## src/design/dllr_pkg.sv

```systemverilog
// ----------------------------------------------------------------------------
// dllr_pkg: shared constants for the Dunning log-likelihood scorer
// Fixed-point formats, term order of the contingency lanes, pipeline depths.
// ----------------------------------------------------------------------------
package dllr_pkg;

    localparam int COUNT_BITS_DEF = 24;
    localparam int INDEX_BITS_DEF = 20;
    localparam int FRAC_BITS_DEF  = 12;

    // ln(x) carries LN_FRAC fraction bits; log2 integer part is LG_INT_BITS wide
    localparam int LN_FRAC     = 28;
    localparam int LG_INT_BITS = 5;
    localparam int LG_BITS     = LG_INT_BITS + LN_FRAC;
    localparam int MANT_BITS   = 32;
    localparam int LN2_BITS    = 30;
    localparam logic [LN2_BITS-1:0] LN2_Q30 = 30'd744261118;
    localparam int LN_BITS     = 64 - LN2_BITS;

    localparam int SUM_BITS = 64;
    localparam int OUT_BITS = 63;
    localparam logic [OUT_BITS-1:0] OUT_MAX = '1;

    // x*ln(x) lanes, one per entropy term
    localparam int NUM_TERMS = 9;
    localparam int T_TOTAL   = 0;
    localparam int T_K11     = 1;
    localparam int T_K12     = 2;
    localparam int T_K21     = 3;
    localparam int T_K22     = 4;
    localparam int T_ROW1    = 5;
    localparam int T_ROW2    = 6;
    localparam int T_COL1    = 7;
    localparam int T_COL2    = 8;

    // register stages per unit
    localparam int CELL_STAGES  = 1;
    localparam int LN_STAGES    = LN_FRAC + 3;
    localparam int SCORE_STAGES = 4;
    localparam int LATENCY      = CELL_STAGES + LN_STAGES + SCORE_STAGES;

endpackage

```

## src/design/dllr_cells.sv

```systemverilog
// ----------------------------------------------------------------------------
// dllr_cells: contingency table builder
// Forms the four cells, clamps negative cells to zero and registers the
// nine entropy arguments together with the clamp flag.
// ----------------------------------------------------------------------------
module dllr_cells #(
    parameter int COUNT_BITS = dllr_pkg::COUNT_BITS_DEF
) (
    input  logic                                            clk,
    input  logic                                            en,
    input  logic [COUNT_BITS-1:0]                           pair_count,
    input  logic [COUNT_BITS-1:0]                           total_row,
    input  logic [COUNT_BITS-1:0]                           total_col,
    input  logic [COUNT_BITS-1:0]                           grand_total,
    output logic [dllr_pkg::NUM_TERMS-1:0][COUNT_BITS+2:0]  x_reg,
    output logic                                            clamp_reg
);
    import dllr_pkg::*;

    localparam int XW = COUNT_BITS + 3;

    logic signed [COUNT_BITS:0]   d12;
    logic signed [COUNT_BITS:0]   d21;
    logic signed [COUNT_BITS+2:0] d22;
    logic [XW-1:0] k11, k12, k21, k22;
    logic [NUM_TERMS-1:0][XW-1:0] x_next;
    logic clamp_next;

    always_comb
    begin
        d12 = $signed({1'b0, total_col}) - $signed({1'b0, pair_count});
        d21 = $signed({1'b0, total_row}) - $signed({1'b0, pair_count});
        d22 = $signed({3'b000, grand_total}) - $signed({3'b000, total_row})
            - $signed({3'b000, total_col}) + $signed({3'b000, pair_count});

        k11 = XW'(pair_count);
        k12 = d12[COUNT_BITS]   ? '0 : XW'(d12[COUNT_BITS-1:0]);
        k21 = d21[COUNT_BITS]   ? '0 : XW'(d21[COUNT_BITS-1:0]);
        k22 = d22[COUNT_BITS+2] ? '0 : XW'(d22[COUNT_BITS:0]);
        clamp_next = d12[COUNT_BITS] | d21[COUNT_BITS] | d22[COUNT_BITS+2];

        x_next          = '0;
        x_next[T_TOTAL] = k11 + k12 + k21 + k22;
        x_next[T_K11]   = k11;
        x_next[T_K12]   = k12;
        x_next[T_K21]   = k21;
        x_next[T_K22]   = k22;
        x_next[T_ROW1]  = k11 + k12;
        x_next[T_ROW2]  = k21 + k22;
        x_next[T_COL1]  = k11 + k21;
        x_next[T_COL2]  = k12 + k22;
    end

    always_ff @(posedge clk)
    begin
        if (en)
        begin
            x_reg     <= x_next;
            clamp_reg <= clamp_next;
        end
    end

endmodule

```

## config.mk

```make
export PLATFORM = sky130hd
export DESIGN_NAME = dllr_cells
export DESIGN_NICKNAME = d
export VERILOG_FILES = /design/src/design/dllr_pkg.sv /design/src/design/dllr_cells.sv
export SDC_FILE = /design/constraint.sdc
export NUM_CORES = 1
export LEC_CHECK = 0
export CORE_MARGIN = 1.5
export CORE_UTILIZATION = 24
export DETAILED_ROUTE_END_ITERATION = 8
export DONT_BUFFER_PORTS = 1
export PLACE_DENSITY = 0.4
export SLEW_MARGIN = 20
export SYNTH_ARGS = -nofsm -noshare
export SYNTH_HDL_FRONTEND = slang
export SYNTH_SLANG_ARGS = --single-unit
```

## constraint.sdc

```tcl
create_clock -name clk -period 9.48 [get_ports clk]
set_clock_uncertainty 0.05 [all_clocks]
set_input_delay 1.896 -clock clk [delete_from_list [all_inputs] [get_ports clk]]
set_output_delay 1.896 -clock clk [all_outputs]
set_load 0.02 [all_outputs]
```

## Word level (Yosys, flattened, before mapping)

Index checks and enable logic that the tools add are counted.

- Flip-flop bits (word level): 241
- Input bits: 98
- Logic and storage cells: 26

- Add/subtract/negate cells: 11
- Multiplexer cells: 3
- Bitwise logic cells: 2

Operator list:

| cell | count |
|---|---|
| subtractor 24 x 24 -> 25 bit | 3 |
| adder 24 x 25 -> 26 bit | 2 |
| adder 24 x 24 -> 25 bit | 2 |
| two-way mux 24 bit | 2 |
| adder 26 x 25 -> 27 bit | 1 |
| adder 27 x 24 -> 27 bit | 1 |
| adder 27 x 25 -> 27 bit | 1 |
| subtractor 25 x 25 -> 26 bit | 1 |
| two-way mux 25 bit | 1 |
| OR 1 bit | 2 |

## Depth between registers and ports, before layout

Gate-level depths: netlist of run 1.

- Depth in word-level cells: 5
- Mapped depth: 36
- Mapped depth without buffers: 36

## Worst setup path before layout of run 1

Ideal clock, no wire load.

- Kind: input port to flip-flop
- Start: input port grand_total[0]
- End: register x_reg[25] in the netlist's numbering (data pin)
- Arrival: 8.870 ns
- Required time: 9.165 ns
- Path slack: 0.295 ns
- Stages on the path: 34
- Cells stage by stage: inv_1 -> ha_1 -> fa_1 -> nor2b_1 -> o21a_1 -> o21ai_0 -> a21oi_1 -> a21oi_1 -> o211ai_1 -> nand2_1 -> xnor2_1 -> fa_1 -> ha_1 -> nand2_1 -> o21ai_0 -> a2111oi_0 -> nor3_1 -> a31oi_1 -> o311ai_2 -> a21oi_2 -> nor2b_1 -> fa_1 -> ha_1 -> inv_1 -> fa_1 -> nor2b_1 -> o31a_1 -> o211a_1 -> o31ai_1 -> a31oi_1 -> or2_2 -> a211oi_1 -> o21ai_0 -> xor2_1

RTL lines:

| what | RTL line | text |
|---|---|---|
| from (decl) | dllr_cells.sv:14 | `input logic [COUNT_BITS-1:0] grand_total,` |
| to (signal assigned) | dllr_cells.sv:58 | `x_reg <= x_next;` |
| to (decl) | dllr_cells.sv:15 | `output logic [dllr_pkg::NUM_TERMS-1:0][COUNT_BITS+2:0] x_reg,` |

==> reports/results.tsv, run 1 <==
stage	metric	value	unit
outcome	status	finished, final reports clean	
global_route	first-pass GRT wire length	99.6	mm
timing	Peak Freq	111	MHz
yosys	area leader, netlist	edfxtp_1	
layout	share of cells above drive strength 1	0.163	
yosys	synthesized area	0.0185	mm^2
yosys	yosys warns	0	
timing	Slew HR	0.374	
setup_path	Worst EP arrival	9.28	ns
yosys	most common library cells after synthesis	227 x edfxtp_1, 217 x ha_1, 185 x nor2_1	
layout	Layout area overhead	23.1	%
global_route	number of global-route vias before repair	15380	
yosys	top-count cell post-synth	edfxtp_1	
yosys	share of the synthesized area in the top cell type	0.368	
setup_path	slowest cell delay on critical path	0.46	ns
layout	Largest register FFs	226	
global_route	Overflow after GRT	0	
route	DRT antenna net count	0	
floorplan	Core Area	0.0762	mm^2
layout	Final Util	0.299	
clocking	clock slew seen by the registers of the worst setup and hold paths	0.06	ns
yosys	syn avg cell area	10.1	um^2
yosys	ys async rst share	0	
route	wire per inst	21.9	um
layout	Inserted Diodes	0	
power	PD cells	314	mW/mm^2
setup_path	CP max FO	6	
global_route	largest net degree at the start of global routing	228	
clocking	hold_buf cts	0	
yosys	top cells by area, synth	edfxtp_1 37%, ha_1 15%, fa_1 6.1%, xnor2_1 5.8%, a21oi_1 4.3%	
layout	Reg area	0.00682	mm^2
placement	HPWL Detailed	59.5	mm
min_path	Hold/Removal Path Class	in2reg	
yosys	EDFF count, synth	227	
floorplan	initial core utilization	0.243	
timing	RSZ-0062 raised after global routing	no	
timing	period utilization	0.948	
floorplan	FP Rows	101	
yosys	register bit count reported by yosys	227	
yosys	sequential fraction of the synthesis area	0.368	
yosys	Yosys cell types	70	
layout	fin nets	2503	
floorplan	Die ar.	0.0788	mm^2
run	Max Cap Viol	0	
route	Via density	4.73	
power	VDD IR-drop max	0.112	mV
clocking	root buffer cell	clkbuf_16	
setup_path	CP most frequent cell	buf_4	
global_route	GRT Overall Usage	0.173	
layout	filler instances	7867	
setup_path	Worst Path Required	9.77	ns
layout	multi-input combinational cell area	0.0111	mm^2
route	via count	15058	
clocking	clk buf depth	3	
timing	setup TNS	0	ns
setup_path	CP Class	in2reg	
floorplan	I/O pin cnt	342	
clocking	H-tree Lvls	1	
placement	Final Wtd Congestion	0.858	
route	DRT Pass-1 Iters	5	
timing	post-layout min period	8.98	ns
placement	# port buffers	0	
timing	Least-Margin Pin Slew	0.940	ns
timing	Final setup viols	0	
floorplan	die width	281	um
yosys	Main synth FF type	edfxtp_1	
clocking	CTS tree	yes	
power	Pleak	9.94	nW
route	Iter 0 DRT Violations	713	
global_route	initial antenna violation count	0	
floorplan	die height	281	um
route	Total Wirelength	69.8	mm
clocking	cts bufs inserted	28	
setup_path	CP startpoint kind	input pin	
route	DRC Markers	0	
setup_path	CP endpoint kind	register	
timing	fin. max-slew vios	0	
setup_path	Crit-path slowest cell	fa_1	
yosys	Mapped Cells	1838	
timing	final hold vios	0	
clocking	clk sinks	227	
==> worst max-delay path: cells and delay by family <==
kind / cells / cell delay [ns]
AO/OA/AOI/OAI: 17 / 3.05
adder cells (fa/ha/maj): 6 / 2.16
AND/OR/NAND/NOR: 6 / 1.10
buffers and inverters: 6 / 0.75
XOR/XNOR: 2 / 0.32
==> where the power goes <==
group / total, W / internal (W) / leakage (nW) / switching [W]
clock: 0.00114 / 0.000674 / 0.474 / 0.000465
combinational: 0.00387 / 0.00176 / 7.27 / 0.00211
sequential: 0.00215 / 0.00162 / 2.20 / 0.000532
total: 0.00716 / 0.00405 / 9.94 / 0.00311
==> metrics by stage <==
stage | hold slack [ns] | total power [W] | instances | setup slack, ns | area [um^2]
2_1_floorplan | 1.94 | 0.00430 | 1854 | 0.295 | 18600
3_3_place_gp | 1.95 | 0.00602 | 3132 | -0.350 | 21800
3_5_place_dp | 1.95 | 0.00603 | 3132 | -0.506 | 21800
4_1_cts | 1.30 | 0.00721 | 3184 | 0.124 | 22700
5_1_grt | 1.32 | 0.00766 | 3184 | 0.0125 | 22800
6_report | 1.35 | 0.00716 | 3184 | 0.496 | 22800
==> logic make-up after synthesis <==
| kind of cell | synth area share |
|---|---|
| DFF | 0.368 |
| buffers and inverters | 0.0368 |
| xor gates and xnor gates | 0.0852 |
| AOI/OAI and AO/OA | 0.179 |
| other | 0.000203 |
| and+or+nand+nor | 0.122 |
| adders and majority gates | 0.207 |
| muxes | 0.00162 |
==> final timing paths <==
| path | from | end | slack (ns) | depth (start not counted) |
|---|---|---|---|---|
| max | grand_total[0] | x_reg[23]$_DFFE_PP_ | 0.50 | 37 |
| min | pair_count[11] | x_reg[38]$_DFFE_PP_ | 1.35 | 0 |
==> timing repair <==
| action | in CTS | in global routing |
|---|---|---|
| resized for setup | 0 | 11 |
| buffers inserted | 0 | 0 |
| endpoints found under the setup margin | 0 | 14 |
==> final cells by class <==
| cell class | count | area share |
|---|---|---|
| inverter | 137 | 0.0226 |
| sequential | 227 | 0.299 |
| timing repair buffer | 275 | 0.0911 |
| clock inverter | 19 | 0.0102 |
| multi-input combinational | 1463 | 0.488 |
| tap | 1030 | 0.0565 |
| clock buffer | 33 | 0.0325 |
==> layer usage <==
metal	routed length (um)	track usage	vias up
met4	1800	0.0463	0
met5	0	0	-
met1	31700	0.225	7342
met3	3600	0.0304	69
met2	32800	0.292	333
li1	-	-	7314
==> placed cells by master, fill, tap and decap left out, types with 16 or more instances in the layout <==
cell type and instances:
buf_4 274, fa_1 56, inv_1 137, ha_1 217, nor2b_1 24, a21oi_1 158
nor2_1 185, nand2b_1 28, a21o_1 57, nand4_1 16, o21ai_0 88, xnor2_1 123
o21a_1 37, a211oi_1 17, clkbuf_16 29, nand2_1 88, nor3_1 40, nand3_1 28
conb_1 17, xor2_1 57, a31oi_1 18, edfxtp_1 227, o21bai_1 30
(Power assumes the default switching activity.)
==> run 2: changes to the inputs <==
- BUFFER_PORTS_ARGS: unset -> -buffer_cell sky130_fd_sc_hd__buf_2
- DONT_BUFFER_PORTS: 1 -> unset
- PLACE_DENSITY: 0.4 -> 0.44
- RECOVER_POWER: unset -> 25
==> reports/results.tsv, run 2 (synthesized netlist as in run 1, its figures left out) <==
stage	metric	value	unit
min_path	Hold Crit Start	total_row[0]	
power	clock share of power	0.151	
global_route	Overflow after GRT	0	
route	via count	17004	
route	DR WL met3	3.08	mm
outcome	failing checks	capacitance limit, slew limit	
power	Sequential Power Share	0.229	
power	PD cells	299	mW/mm^2
global_route	first-pass GRT wire length	105	mm
placement	placed cell count	3592	
layout	final non-filler cell area	0.0254	mm^2
layout	Largest register FFs	226	
timing	post-layout min period	9.06	ns
clocking	cts bufs inserted	28	
clocking	H-tree Lvls	1	
setup_path	CP endpoint kind	register	
floorplan	I/O pin cnt	342	
route	DRT Pass-1 Iters	5	
setup_path	Crit-path slowest cell	fa_1	
power	Comb pwr share	0.620	
setup_path	critical path's top delay family	compound AO/OA/AOI/OAI gates	
setup_path	worst path buffer plus inverter count	6	
placement	HPWL Detailed	62.0	mm
global_route	GRT Overall Usage	0.179	
timing	fin. max-slew vios	98	
layout	Cell Count, Final, Fillers Out	3652	
clocking	CTS tree	yes	
global_route	number of global-route vias before repair	17465	
clocking	clk buf depth	3	
timing	Least-Margin Pin Slew	5.76	ns
placement	pre-CTS WS	-0.790	ns
power	Pleak	11.7	nW
timing	Peak Freq	110	MHz
setup_path	Worst EP arrival	9.32	ns
route	Iter 0 DRT Violations	1000	
power	VDD IR-drop max	0.117	mV
outcome	status	finished with violations	
clocking	clock slew seen by the registers of the worst setup and hold paths	0.06	ns
setup_path	CP max FO	12	
timing	Slew HR	-2.84	
layout	commonest non-fill, non-tap cell in the layout	buf_4	
timing	RSZ-0062 raised after global routing	yes	
route	met2 wire length	33.8	mm
floorplan	FP Rows	101	
min_path	WHS Path Cells	3	
route	WL met1	34.0	mm
route	wire per inst	19.9	um
floorplan	die height	281	um
floorplan	Die ar.	0.0788	mm^2
route	DRC Markers	0	
timing	setup ws final	0.421	ns
timing	setup TNS	0	ns
route	Via density	4.66	
placement	Area after DPL	0.0244	mm^2
global_route	initial antenna violation count	12	
setup_path	CP Class	in2reg	
layout	Layout area overhead	37.1	%
setup_path	Worst Path Required	9.74	ns
layout	share of cells above drive strength 1	0.284	
clocking	clk sinks	227	
placement	Final Wtd Congestion	0.874	
setup_path	CP startpoint kind	input pin	
floorplan	Core Area	0.0762	mm^2
global_route	largest net degree at the start of global routing	132	
layout	Final Util	0.333	
layout	fin nets	2965	
power	switch share	0.425	
route	Total Wirelength	72.7	mm
timing	period utilization	0.956	
clocking	hold_buf cts	0	
placement	# port buffers	324	
route	DR top layer	met5	
power	switching pwr	0.00323	W
timing	Final setup viols	0	
min_path	Hold/Removal Path Class	in2reg	
power	internal power	0.00436	W
layout	most frequent cells in the layout	388 x buf_4, 272 x buf_2, 227 x edfxtp_1	
setup_path	Critical path origin	total_row[1]	
setup_path	slowest cell delay on critical path	0.45	ns
floorplan	initial core utilization	0.243	
clocking	root buffer cell	clkbuf_16	
route	DRT antenna net count	0	
run	Max Cap Viol	1	
min_path	WHS Endpoint	x_reg[189]$_DFFE_PP_	
timing	final hold vios	0	
floorplan	die width	281	um
==> run 2: cell types whose count changed in the layout (fill, tap and decap cells not counted), moves of 2 or more <==
cell	before	now
a21oi_1	158	156
a21oi_2	3	5
buf_2	0	272
buf_4	274	388
clkbuf_1	4	79
clkinv_4	5	2
clkinvlp_4	1	3
diode_2	0	6
==> run 2: cell type report <==
class,count,area [um^2]
Clock inverter,19,228
Clock buffer,33,741
Multi-Input combinational cell,1463,11200
Inverter,137,514
Timing Repair Buffer,737,4600
Fill cell,7930,50800
Tap cell,1030,1290
Antenna cell,6,15.0
Sequential cell,227,6820
==> run 2: timing repair <==
action                                  4_1_cts  5_1_grt
setup buffers                                 0        2
pin swaps                                     0        4
resized for setup                             4       17
endpoints found under the setup margin        5       21
==> run 2: layer usage <==
layer	up-vias	GRT usage
li1	8245	-
met4	14	0.0473
met2	431	0.302
met5	-	0
met3	96	0.0230
met1	8218	0.240
==> run 2: worst max-delay path by stage <==
stage                          end  cells past startpoint
4_1_cts        x_reg[25]$_DFFE_PP_                     36
5_1_grt        x_reg[25]$_DFFE_PP_                     37
2_1_floorplan  x_reg[25]$_DFFE_PP_                     34
3_5_place_dp   x_reg[25]$_DFFE_PP_                     36
6_report       x_reg[25]$_DFFE_PP_                     36
3_3_place_gp   x_reg[25]$_DFFE_PP_                     37
==> run 2: tightest hold or removal path, stage by stage <==
cell	delay, ns
buf_2	0.09
inv_1	0.05
o21ai_0	0.15
==> run 2: stage by stage <==
stage	hold WS, ns	power [W]
floorplan	1.94	0.00430
global placement	2.22	0.00641
detailed placement	2.21	0.00644
CTS	1.60	0.00763
global route	1.73	0.00813
finish	1.69	0.00759
==> run 2: power groups by stage <==
stage / Sequential, W / Clock [W] / Combinational (W)
after detailed placement: 0.00176 / 0 / 0.00468
after global placement: 0.00177 / 0 / 0.00464
final: 0.00174 / 0.00115 / 0.00470
after CTS: 0.00174 / 0.00118 / 0.00470
after floorplan: 0.00206 / 0 / 0.00224
after global routing: 0.00177 / 0.00121 / 0.00515
